<file path="src/rtl/core/ntpl_ram.sv">
// Generic single-write, single-read RAM with registered read data.
// No dependencies.
module ntpl_ram #(
    parameter int WIDTH = 8,
    parameter int DEPTH = 16,
    localparam int AW   = $clog2(DEPTH)
) (
    input  logic             i_clk,
    input  logic             i_we,
    input  logic [AW-1:0]    i_waddr,
    input  logic [WIDTH-1:0] i_wdata,
    input  logic             i_re,
    input  logic [AW-1:0]    i_raddr,
    output logic [WIDTH-1:0] o_rdata
);
    logic [WIDTH-1:0] mem [DEPTH];

    always_ff @(posedge i_clk) begin
        if (i_we) begin
            mem[i_waddr] <= i_wdata;
        end
        if (i_re) begin
            o_rdata <= mem[i_raddr];
        end
    end
endmodule

</file>
<file path="config.mk">
export PLATFORM = sky130hd
export DESIGN_NAME = ntpl_ram
export DESIGN_NICKNAME = d
export VERILOG_FILES = /design/src/rtl/core/ntpl_ram.sv
export SDC_FILE = /design/constraint.sdc
export NUM_CORES = 1
export LEC_CHECK = 0
export ABC_AREA = 1
export BUFFER_PORTS_ARGS = -buffer_cell sky130_fd_sc_hd__buf_2
export CAP_MARGIN = 15
export CORE_MARGIN = 2
export CORE_UTILIZATION = 43
export DETAILED_ROUTE_END_ITERATION = 7
export GPL_TIMING_DRIVEN = 0
export PLACE_DENSITY = 0.57
export SLEW_MARGIN = 15
export SYNTH_ARGS = -nofsm -noshare
export SYNTH_HDL_FRONTEND = slang
export SYNTH_SLANG_ARGS = --single-unit
</file>
<file path="constraint.sdc">
create_clock -name i_clk -period 1.4 [get_ports i_clk]
set_clock_uncertainty 0.05 [all_clocks]
set_input_delay 0.21 -clock i_clk [delete_from_list [all_inputs] [get_ports i_clk]]
set_output_delay 0.21 -clock i_clk [all_outputs]
set_load 0.05 [all_outputs]
</file>
==> impl_metrics.json <==
{
  "wl_met3_mm": 1.03,
  "globalRouteOverflowTotal": 0,
  "n_fill_cell": 1197,
  "top_layer": "met4",
  "pin_count": 27,
  "detail-route-antenna-nets": 0,
  "r2r-start": "mem[2][0]",
  "start_util_pct": 44.2,
  "rr_endpoint": "o_rdata[0]",
  "hold_class": "primary input to flop",
  "nets": 612,
  "arrival_ns": 1.33,
  "cts_hold_buffers": 0,
  "setup_slack_ns": 0.0647,
  "crit_path_start": "i_waddr[0]",
  "design.core.area_sq_um": 13200,
  "drc": 0,
  "grt_max_degree": 17,
  "netlist_area_sq_um": 5850,
  "synth_top_area_share_pct": 69.8,
  "drtPass1Iterations": 4,
  "max_freq_mhz": 749,
  "fin_tns_setup_ns": 0,
  "reg2reg_setup_slack_ns": 0.18,
  "grt_setup_unrepaired": "false",
  "fin_total_pwr_uw": 9880,
  "die_y_um": 121,
  "yosysSeqAreaShare_pct": 69.8,
  "drv_slew": 0,
  "h-tree-depth": 4,
  "status": "completed",
  "maxCapViolations": 0,
  "yosys-top-cells-area": "edfxtp_1 (70%), nand2_1 (11%), nand3_1 (8.3%)",
  "crit_fanout": 8,
  "required_ns": 1.39,
  "cts_setup_buffers": 0,
  "track_usage_pct": 21.2,
  "period_share_pct": 95.4,
  "synth_ff_type": "edfxtp_1",
  "wl_met1_mm": 6.37,
  "synth_edf_count": 136,
  "fp.dieW_um": 121,
  "initialDrtViolationCount": 407,
  "syn_inst": 551,
  "crit_type": "primary input to flop",
  "grt_pass1_vias": 3818,
  "cts.sinks": 136,
  "syn_avg_cell_area_sq_um": 10.6,
  "yosysMostFrequentCell": "nand2_1",
  "cp-endpoint": "mem[12][6]",
  "synth_nets": 570,
  "cts_tree": "yes",
  "synth-seq-cells": 136,
  "path_clk_slew_ns": 0.06,
  "synth_common_cells": "nand2_1 (173), edfxtp_1 (136), inv_1 (100)",
  "hpwl_mm": 9.16,
  "grt_pass1_wl_mm": 21.9,
  "start_kind": "primary input",
  "antenna_found_initial": 0,
  "powerDensity_nw_per_um2": 1450,
  "finalWeightedCongestion": 0.811,
  "via_per_inst": 4.97,
  "synth_top_area_cell": "edfxtp_1",
  "period_needed_ns": 1.34,
  "die-area_sq_um": 14500,
  "final_layout_size_suffix_gt1_share_pct": 13.2,
  "ff2ff_path_depth": 6,
  "area_growth_pct": 16.3,
  "avgRoutedWirePerCell_um": 18.1,
  "async_reset_ff_share_pct": 0,
  "numCtsBuffers": 17,
  "routed-wl-met2_mm": 6.50,
  "ys_types": 11,
  "slew_headroom_pct": 33.5,
  "tightest_slew_ns": 0.994,
  "hold_viol_final": 0,
  "clk_latency_ns": 0.42,
  "n_antenna_cell": 0,
  "clockBufferDepth": 2,
  "cts_root_buffer": "clkbuf_16",
  "finalSetupViolations": 0,
  "io_buffers": 23,
  "rows": 42,
  "p_leak_uw": 0.00292,
  "yosysWarningCount": 0,
  "cts_resized": 1,
  "vdd_drop_max_mv": 0.841,
  "via_count": 3884,
  "cp-end-kind": "flop",
  "dp_slack_ns": -0.448,
  "routed_wl_mm": 14.2
}
[placed cells by master (no fill, tap or decap), types with 3 or more instances in the layout]
master / Yosys / routed
buf_2: 13 / 36
nor2_1: 17 / 14
inv_1: 100 / 100
nor2_2: 0 / 3
buf_4: 4 / 4
buf_6: 6 / 6
edfxtp_1: 136 / 136
bufinv_16: 0 / 4
nand3_1: 97 / 97
clkbuf_16: 0 / 17
clkinv_2: 0 / 4
nand2_1: 173 / 173
[logic make-up after synthesis]
family        Yosys count  share of synthesized area [%]
buf+inv               126                           9.39
flops                 136                           69.8
simple gates          289                           20.8
[metrics by stage]
| stage | util (%) | std cells | hold WS [ns] | cell area [sq um] |
|---|---|---|---|---|
| after floorplan | - | 551 | 0.259 | 5850 |
| after global placement | 46.7 | 750 | 0.524 | 6180 |
| after detailed placement | 46.7 | 750 | 0.527 | 6180 |
| after CTS | 51.3 | 782 | 0.0866 | 6790 |
| after global routing | 51.3 | 782 | 0.0935 | 6800 |
| final | 51.3 | 782 | 0.0951 | 6800 |
[area by class of cell]
cell class	count	area, sq um	share of cell area, %
Buffer	24	166	2.45
Clock buffer	18	429	6.31
Clock inverter	14	180	2.65
Inverter	102	383	5.63
Multi-Input combinational cell	289	1220	18.0
Sequential cell	136	4080	60.1
Tap cell	176	220	3.24
Timing Repair Buffer	23	115	1.69
[worst min path at each step]
| stage | slack [ns] | start | to | cells past startpoint |
|---|---|---|---|---|
| after floorplan | 0.26 | i_wdata[0] | mem[0][0] | 0 |
| after global placement | 0.52 | i_re | o_rdata[1] | 1 |
| after detailed placement | 0.53 | i_re | o_rdata[2] | 1 |
| after CTS | 0.09 | i_re | o_rdata[6] | 1 |
| after global routing | 0.09 | i_re | o_rdata[2] | 1 |
| final | 0.1 | i_re | o_rdata[2] | 1 |
[sequential cells by signal, indices dropped and copies added, names as in the netlist]
| signal | count |
|---|---|
| mem | 128 |
| o_rdata | 8 |
[worst max-delay path, stage by stage]
cell and delay (ns):
buf_2 0.12, inv_1 0.07, nand2_1 0.13, nor2_1 0.79
[routing by layer]
| metal | GRT usage [%] | vias up |
|---|---|---|
| met5 | 0 | - |
| met4 | 8.28 | 0 |
| met3 | 4.43 | 24 |
| met2 | 32.3 | 168 |
| met1 | 30.0 | 1825 |
| li1 | - | 1867 |
[where the power goes]
group | internal (uW) | switching (uW) | total, uW | leakage, uW
clock | 2960 | 1660 | 4610 | 0.000295
combinational | 172 | 487 | 659 | 0.00139
sequential | 4590 | 20.6 | 4610 | 0.00124
Power figures use the tool's default switching activity.
