$ cat src/rtl/core/ntpl_pkg.sv
// Shared types and constants for the nearest timestamp pose lookup.
// No dependencies; ntpl_if, ntpl_alu and the top level import this package.
package ntpl_pkg;

    localparam int STAMP_W  = 63;
    localparam int FIELD_W  = 32;
    localparam int STATUS_W = 2;
    localparam int NUM_POSE = 7;

    localparam logic CMD_INSERT = 1'b0;
    localparam logic CMD_QUERY  = 1'b1;

    typedef enum logic [STATUS_W-1:0] {
        STATUS_OK    = 2'd0,
        STATUS_FULL  = 2'd1,
        STATUS_EMPTY = 2'd2
    } t_status;

    typedef enum logic [3:0] {
        ST_IDLE,
        ST_SCAN_RD,
        ST_SCAN_CMP,
        ST_DECIDE,
        ST_SHIFT_RD,
        ST_SHIFT_WR,
        ST_PUT,
        ST_DIST_LO,
        ST_DIST_HI,
        ST_PICK,
        ST_FETCH_RD,
        ST_EMIT
    } t_state;

    // Result of the shared subtract/compare unit.
    typedef struct packed {
        logic [STAMP_W-1:0] diff;
        logic               lt;
        logic               eq;
    } t_cmp;

endpackage

$ cat src/rtl/core/ntpl_alu.sv
// Shared 63-bit subtract/compare unit: difference, less-than and equality.
// Depends on ntpl_pkg.
module ntpl_alu import ntpl_pkg::*; (
    input  logic [STAMP_W-1:0] i_a,
    input  logic [STAMP_W-1:0] i_b,
    output t_cmp               o_cmp
);
    logic [STAMP_W:0] full_diff;

    // Borrow out of the extended subtraction is a < b.
    assign full_diff   = {1'b0, i_a} - {1'b0, i_b};
    assign o_cmp.diff  = full_diff[STAMP_W-1:0];
    assign o_cmp.lt    = full_diff[STAMP_W];
    assign o_cmp.eq    = (full_diff == '0);
endmodule
$ cat config.mk
export PLATFORM = sky130hd
export DESIGN_NAME = ntpl_alu
export DESIGN_NICKNAME = d
export VERILOG_FILES = /design/src/rtl/core/ntpl_pkg.sv /design/src/rtl/core/ntpl_alu.sv
export SDC_FILE = /design/constraint.sdc
export NUM_CORES = 1
export LEC_CHECK = 0
export ABC_AREA = 1
export ABC_CLOCK_PERIOD_IN_PS = 2400
export BUFFER_PORTS_ARGS = -buffer_cell sky130_fd_sc_hd__clkbuf_2
export CAP_MARGIN = 20
export CORE_ASPECT_RATIO = 0.5
export CORE_UTILIZATION = 44
export DETAILED_ROUTE_END_ITERATION = 8
export GPL_TIMING_DRIVEN = 0
export PLACE_DENSITY = 0.8
export SETUP_SLACK_MARGIN = 0.15
export SLEW_MARGIN = 20
export SYNTH_ARGS = -nofsm -noshare
export SYNTH_HDL_FRONTEND = slang
export SYNTH_SLANG_ARGS = --single-unit
$ cat constraint.sdc
create_clock -name vclk -period 2.4
set_input_delay 0.12 -clock vclk [all_inputs]
set_output_delay 0.12 -clock vclk [all_outputs]
set_load 0.01 [all_outputs]
==> impl_metrics.ini, run 1 <==
[hold_path]
min_from = i_b[0]
hold-path-cell-count = 4
hp-class = input port to output port
whs_endpoint = o_cmp[2]

[floorplanning]
die_w_um = 171.3
die_area_um2 = 14850
initial_core_util = 0.4579
core_area_um2 = 13780
io_pins = 191
rows = 30
die_h_um = 86.66

[placed_design]
dp.cells = 1754
placed_cell_area_um2 = 7503
port_buffers = 191
gp_congestion = 1.012
dp_hpwl_um = 19360

[timing]
hold_violations = 0
relSlewSlack = 0.7833
setup_violations = 1
fmax_mhz = 400.7
period_needed_ns = 2.495
rsz0062_at_grt = true
fin_ws_ns = -0.09542
finalMaxSlewViolations = 0
period_share = 1.040
tightest_slew_ns = 0.3239

[cells_and_area]
mostFrequentLayoutCell = nand2_1
nets = 1770
area_growth_pct = 35.25
n_antenna_cell = 0
seqCellArea_um2 = 0
seq_cells = 0
stdcell_count = 1770
drive_gt1_frac = 0.2655
fin_area_um2 = 8531
clock_buffers = 0
fillCellCount = 1428
layout_common_cells = nand2_1 (520), inv_1 (355), clkbuf_2 (190)

[drt]
final_antenna_net_count = 0
routed_via_density = 4.908
wire_per_inst_um = 12.92
vias = 8688
drc_errors = 0
firstDrtPassIters = 8
wirelength_um = 22860
drt_iter0_drc = 704

[power_and_ir_drop]
peakVddDrop_mv = 0.1314
p_leak_nw = 5.344
p_per_area_nw_per_um2 = 276.7

[setup_path]
endpoint_kind = output port
max_stage_delay_ns = 0.37
crit_path_start_kind = input port
cp_num_buf_inv = 4
cp.required_ns = 2.28
crit_type = input port to output port
cp_max_fo = 6
slowest_stage = ha_2
arrival_ns = 2.38
path_cells = clkbuf_2 -> inv_1 -> ha_2 -> nand2_1 -> nor2_1 -> inv_1 -> nor3_4 -> nand3_1 -> nand3b_1 -> o2111ai_1 -> nand3_1 -> nor2_2 -> nand2_1 -> nor2_2 -> buf_2
cp_top_family = simple AND/OR/NAND/NOR gates

[outcome]
violations = negative setup slack
status = complete, but fails checks

[grt]
grt_use_met3 = 0.02055
grt_pass1_wl_um = 33640
grt_overflow = 0
grt.busiest_layer = met2
use_met2 = 0.5126
first_global_vias = 7155
antenna_found_initial = 0
use_met1 = 0.3844
grt_max_degree = 7
grt_use_total = 0.2864

[synth]
avgSynthCellArea_um2 = 4.601
synth_cell_type_count = 30
synthTopCellsByArea = nand2_1 (34%), inv_1 (21%), ha_1 (12%)
synthesis.nets = 1561
synth_top_area_share = 0.3386
synth_seq_area_share = 0
synth.cell_area_um2 = 6307
synth_cells = 1371
synth_top_area_cell = nand2_1
yosysWarnings = 0

[run]
maxCapViolCount = 0

[cts]
cts_hold_buf = 0
## logic make-up after synthesis
| logic type | synth area share |
|---|---|
| AND/OR/NAND/NOR | 0.5527 |
| buffers and inverters | 0.2202 |
| AO/OA/AOI/OAI | 0.07816 |
| adder cells (fa/ha/maj) | 0.1281 |
| XOR/XNOR | 0.02083 |
## power by group
group          internal (mW)  leakage (nW)  switching (mW)  total (mW)
sequential                 0             0               0           0
combinational          0.884          5.34            1.48        2.36
clock                      0             0               0           0
total                  0.884          5.34            1.48        2.36
## cells in the mapped netlist (all sizes together)
cell / n
and2: 3
nand4: 15
a21o: 1
o211ai: 1
o21ai: 13
a21oi: 63
nand2: 584
xor2: 9
nand3: 57
fa: 1
ha: 63
o2111ai: 1
inv: 369
nand3b: 19
xnor2: 6
nor4: 2
o21bai: 10
a31oi: 1
o21a: 1
nor3: 16
clkinv: 1
nor2: 135
## worst max-delay path by stage
stage,slack (ns),from,to,depth (start not counted)
after floorplan,0.21,i_a[0],o_cmp[0],20
after global placement,-0.36,i_a[0],o_cmp[0],20
after detailed placement,-0.39,i_a[0],o_cmp[0],20
after CTS,-0.06,i_a[0],o_cmp[0],20
after global routing,-0.23,i_a[0],o_cmp[0],20
final,-0.1,i_b[42],o_cmp[0],15
## per-stage QoR
| stage | setup WS, ns | hold slack [ns] | utilization | setup TNS (ns) | total power, mW |
|---|---|---|---|---|---|
| floorplan | 0.2088 | 0.3957 | - | 0 | 1.318 |
| global placement | -0.3597 | 0.5864 | 0.5447 | -0.3597 | 1.985 |
| detailed placement | -0.3884 | 0.5964 | 0.5447 | -0.3884 | 1.998 |
| CTS | -0.05625 | 0.6240 | 0.5875 | -0.05625 | 2.176 |
| global route | -0.2274 | 0.6521 | 0.6193 | -0.2274 | 2.576 |
| finish | -0.09542 | 0.6250 | 0.6193 | -0.09542 | 2.361 |
## area by class of cell
cell class                      count  area, um^2  area share
Inverter                          370        1389      0.1628
Tap cell                          192       240.2     0.02816
Multi-Input combinational cell   1001        5822      0.6825
Timing Repair Buffer              207        1080      0.1266
## per-layer routing
| layer | vias to the layer above | wire length [um] |
|---|---|---|
| li1 | 4486 | - |
| met1 | 3802 | 9863 |
| met2 | 373 | 10610 |
| met3 | 27 | 2110 |
| met4 | 0 | 283 |
| met5 | - | 0 |
## tightest hold or removal path, cell delays in order
cell and delay [ns]:
clkbuf_2 0.10, ha_4 0.12, inv_1 0.04, clkbuf_2 0.12
## repair_timing
action                     in CTS  in global routing
hold endpoints to repair        0                  0
pin swaps                      37                 27
buffers inserted               15                  1
setup endpoints to repair       9                  8
gates resized for setup       109                 97
No activity file was read; power rests on OpenSTA's default activity.
==> inputs of run 2 (changes only) <==
--- a/config.mk
+++ b/config.mk
@@ -10,8 +10,8 @@
 export BUFFER_PORTS_ARGS = -buffer_cell sky130_fd_sc_hd__clkbuf_2
 export CAP_MARGIN = 20
-export CORE_ASPECT_RATIO = 0.5
 export CORE_UTILIZATION = 44
 export DETAILED_ROUTE_END_ITERATION = 8
 export GPL_TIMING_DRIVEN = 0
+export MAX_ROUTING_LAYER = met4
 export PLACE_DENSITY = 0.8
 export SETUP_SLACK_MARGIN = 0.15
==> constraint.sdc (replaced) <==
create_clock -name vclk -period 2.4
set_input_delay 0.24 -clock vclk [all_inputs]
set_output_delay 0.24 -clock vclk [all_outputs]
set_load 0.01 [all_outputs]
==> run 2 against run 1 <==
  * The run still ends with negative setup slack left
  * Combinational power is 25% higher
  * Critical path depth is 6 higher
  * Total power up 25%
  * Design area up 17%
  * Global-route usage is 8.8 points higher
  * Count of clock-buffer cells in the layout unchanged
  * Via count rose by 7.0%
  * Cell count increased by 1.0%
  * Critical endpoint unchanged
==> impl_metrics.ini, run 2 (synthesized netlist as in run 1, its figures left out) <==
[outcome]
status = complete, but fails checks
violations = negative setup slack

[cells_and_area]
fillCellCount = 1209
multi_input_area_um2 = 6919
mostFrequentLayoutCell = nand2_1
n_antenna_cell = 0
postLayoutCoreUtil = 0.7179
drive_gt1_frac = 0.3893
seq_cells = 0
layout_common_cells = nand2_1 (440), inv_1 (321), clkbuf_2 (166)
fin_area_um2 = 10000
seqCellArea_um2 = 0
clock_buffers = 0
area_growth_pct = 58.60
nets = 1800

[power_and_ir_drop]
peakVddDrop_mv = 0.1592
p_switching_mw = 1.801
combinationalPowerShare = 1.000
total_power_mw = 2.951
p_int_mw = 1.149
p_per_area_nw_per_um2 = 295.0
p_seq_frac = 0
p_leak_nw = 5.797
clock_power_share = 0
power_switching_share = 0.6105

[timing]
period_share = 1.207
setup_violations = 5
relSlewSlack = 0.7544
rsz0062_at_grt = true
fin_ws_ns = -0.4974
finalMaxSlewViolations = 0
tightest_slew_ns = 0.3654
fmax_mhz = 345.1
period_needed_ns = 2.897
hold_violations = 0

[hold_path]
whs_endpoint = o_cmp[2]
hold-path-cell-count = 4
hp-class = input port to output port
min_from = i_b[0]

[floorplanning]
initial_core_util = 0.4526
rows = 43
core_area_um2 = 13930
io_pins = 191
die_w_um = 121.7
die_area_um2 = 14820
die_h_um = 121.7

[setup_path]
cp_max_fo = 3
endpoint_kind = output port
cp.required_ns = 2.16
arrival_ns = 2.66
crit_path_start_kind = input port
crit_type = input port to output port

[placed_design]
placed_cell_area_um2 = 7528
dp_hpwl_um = 22750
dp_slack_ns = -0.7728
port_buffers = 191
gp_congestion = 1.066

[grt]
grt_pass1_wl_um = 41280
grt_use_total = 0.3744
grt_overflow = 0
grt_max_degree = 7
antenna_found_initial = 0
first_global_vias = 8175

[drt]
vias = 9295
wirelength_um = 28640
drt_iter0_drc = 1090
routed_via_density = 5.199
final_antenna_net_count = 0
drc_errors = 0
wire_per_inst_um = 16.02
firstDrtPassIters = 5

[run]
maxCapViolCount = 0
## run 2: critical path, cell delays in order
cell     delay [ns]
buf_8          0.08
inv_8          0.03
ha_4           0.15
fa_2           0.39
inv_4          0.11
nand3_4        0.08
nand2_4        0.11
nand2_2        0.08
nand2_4        0.10
nand2_4        0.07
nand3_4        0.11
nand2_1        0.07
nand2_2        0.09
xor2_2         0.15
nand2_1        0.08
nor2_2         0.16
nand2_1        0.10
nor2_2         0.12
nand2_1        0.08
nor2_2         0.11
buf_2          0.13
## run 2: how the worst max path moves through the flow
| stage | cells past startpoint | slack, ns | endpoint | start |
|---|---|---|---|---|
| 6_report | 21 | -0.50 | o_cmp[0] | i_a[0] |
| 5_1_grt | 19 | -0.61 | o_cmp[0] | i_b[27] |
| 4_1_cts | 21 | -0.47 | o_cmp[0] | i_a[0] |
| 3_5_place_dp | 20 | -0.77 | o_cmp[0] | i_b[33] |
| 3_3_place_gp | 20 | -0.80 | o_cmp[0] | i_b[33] |
| 2_1_floorplan | 20 | 0.1 | o_cmp[0] | i_a[0] |
## run 2: per-layer routing
| metal | GRT usage | up-vias | wire, um |
|---|---|---|---|
| met5 | - | - | 0 |
| met1 | 0.5187 | 4202 | 12400 |
| met3 | 0.04822 | 69 | 2905 |
| met4 | 0.07253 | 0 | 727 |
| li1 | - | 4542 | - |
| met2 | 0.5788 | 482 | 12610 |
## run 2: power by group through the flow
stage / Sequential (mW) / Combinational [mW] / Clock [mW]
after global placement: 0 / 2.08 / 0
after global routing: 0 / 3.17 / 0
after floorplan: 0 / 1.33 / 0
after detailed placement: 0 / 2.09 / 0
final: 0 / 2.95 / 0
after CTS: 0 / 2.53 / 0
## run 2: timing repair
action | CTS | global route
endpoints found under the setup margin | 39 | 40
gates resized for setup | 276 | 236
pin swaps | 61 | 64
hold buffers | 0 | 0
buffers inserted | 23 | 23
endpoints found under the hold margin | 0 | 0
## run 2: layout make-up
| type | instances | area share |
|---|---|---|
| tap | 180 | 0.02251 |
| timing repair buffer | 237 | 0.1450 |
| inverter | 370 | 0.1408 |
| multi-input combinational | 1001 | 0.6917 |
## run 2: through the flow
stage / hold WS (ns) / TNS [ns] / instances
after floorplan: 0.6362 / 0 / 1371
after global placement: 0.8679 / -2.683 / 1742
after detailed placement: 0.8937 / -2.853 / 1742
after CTS: 0.8937 / -0.5825 / 1765
after global routing: 0.8562 / -1.374 / 1788
final: 0.8377 / -0.8887 / 1788
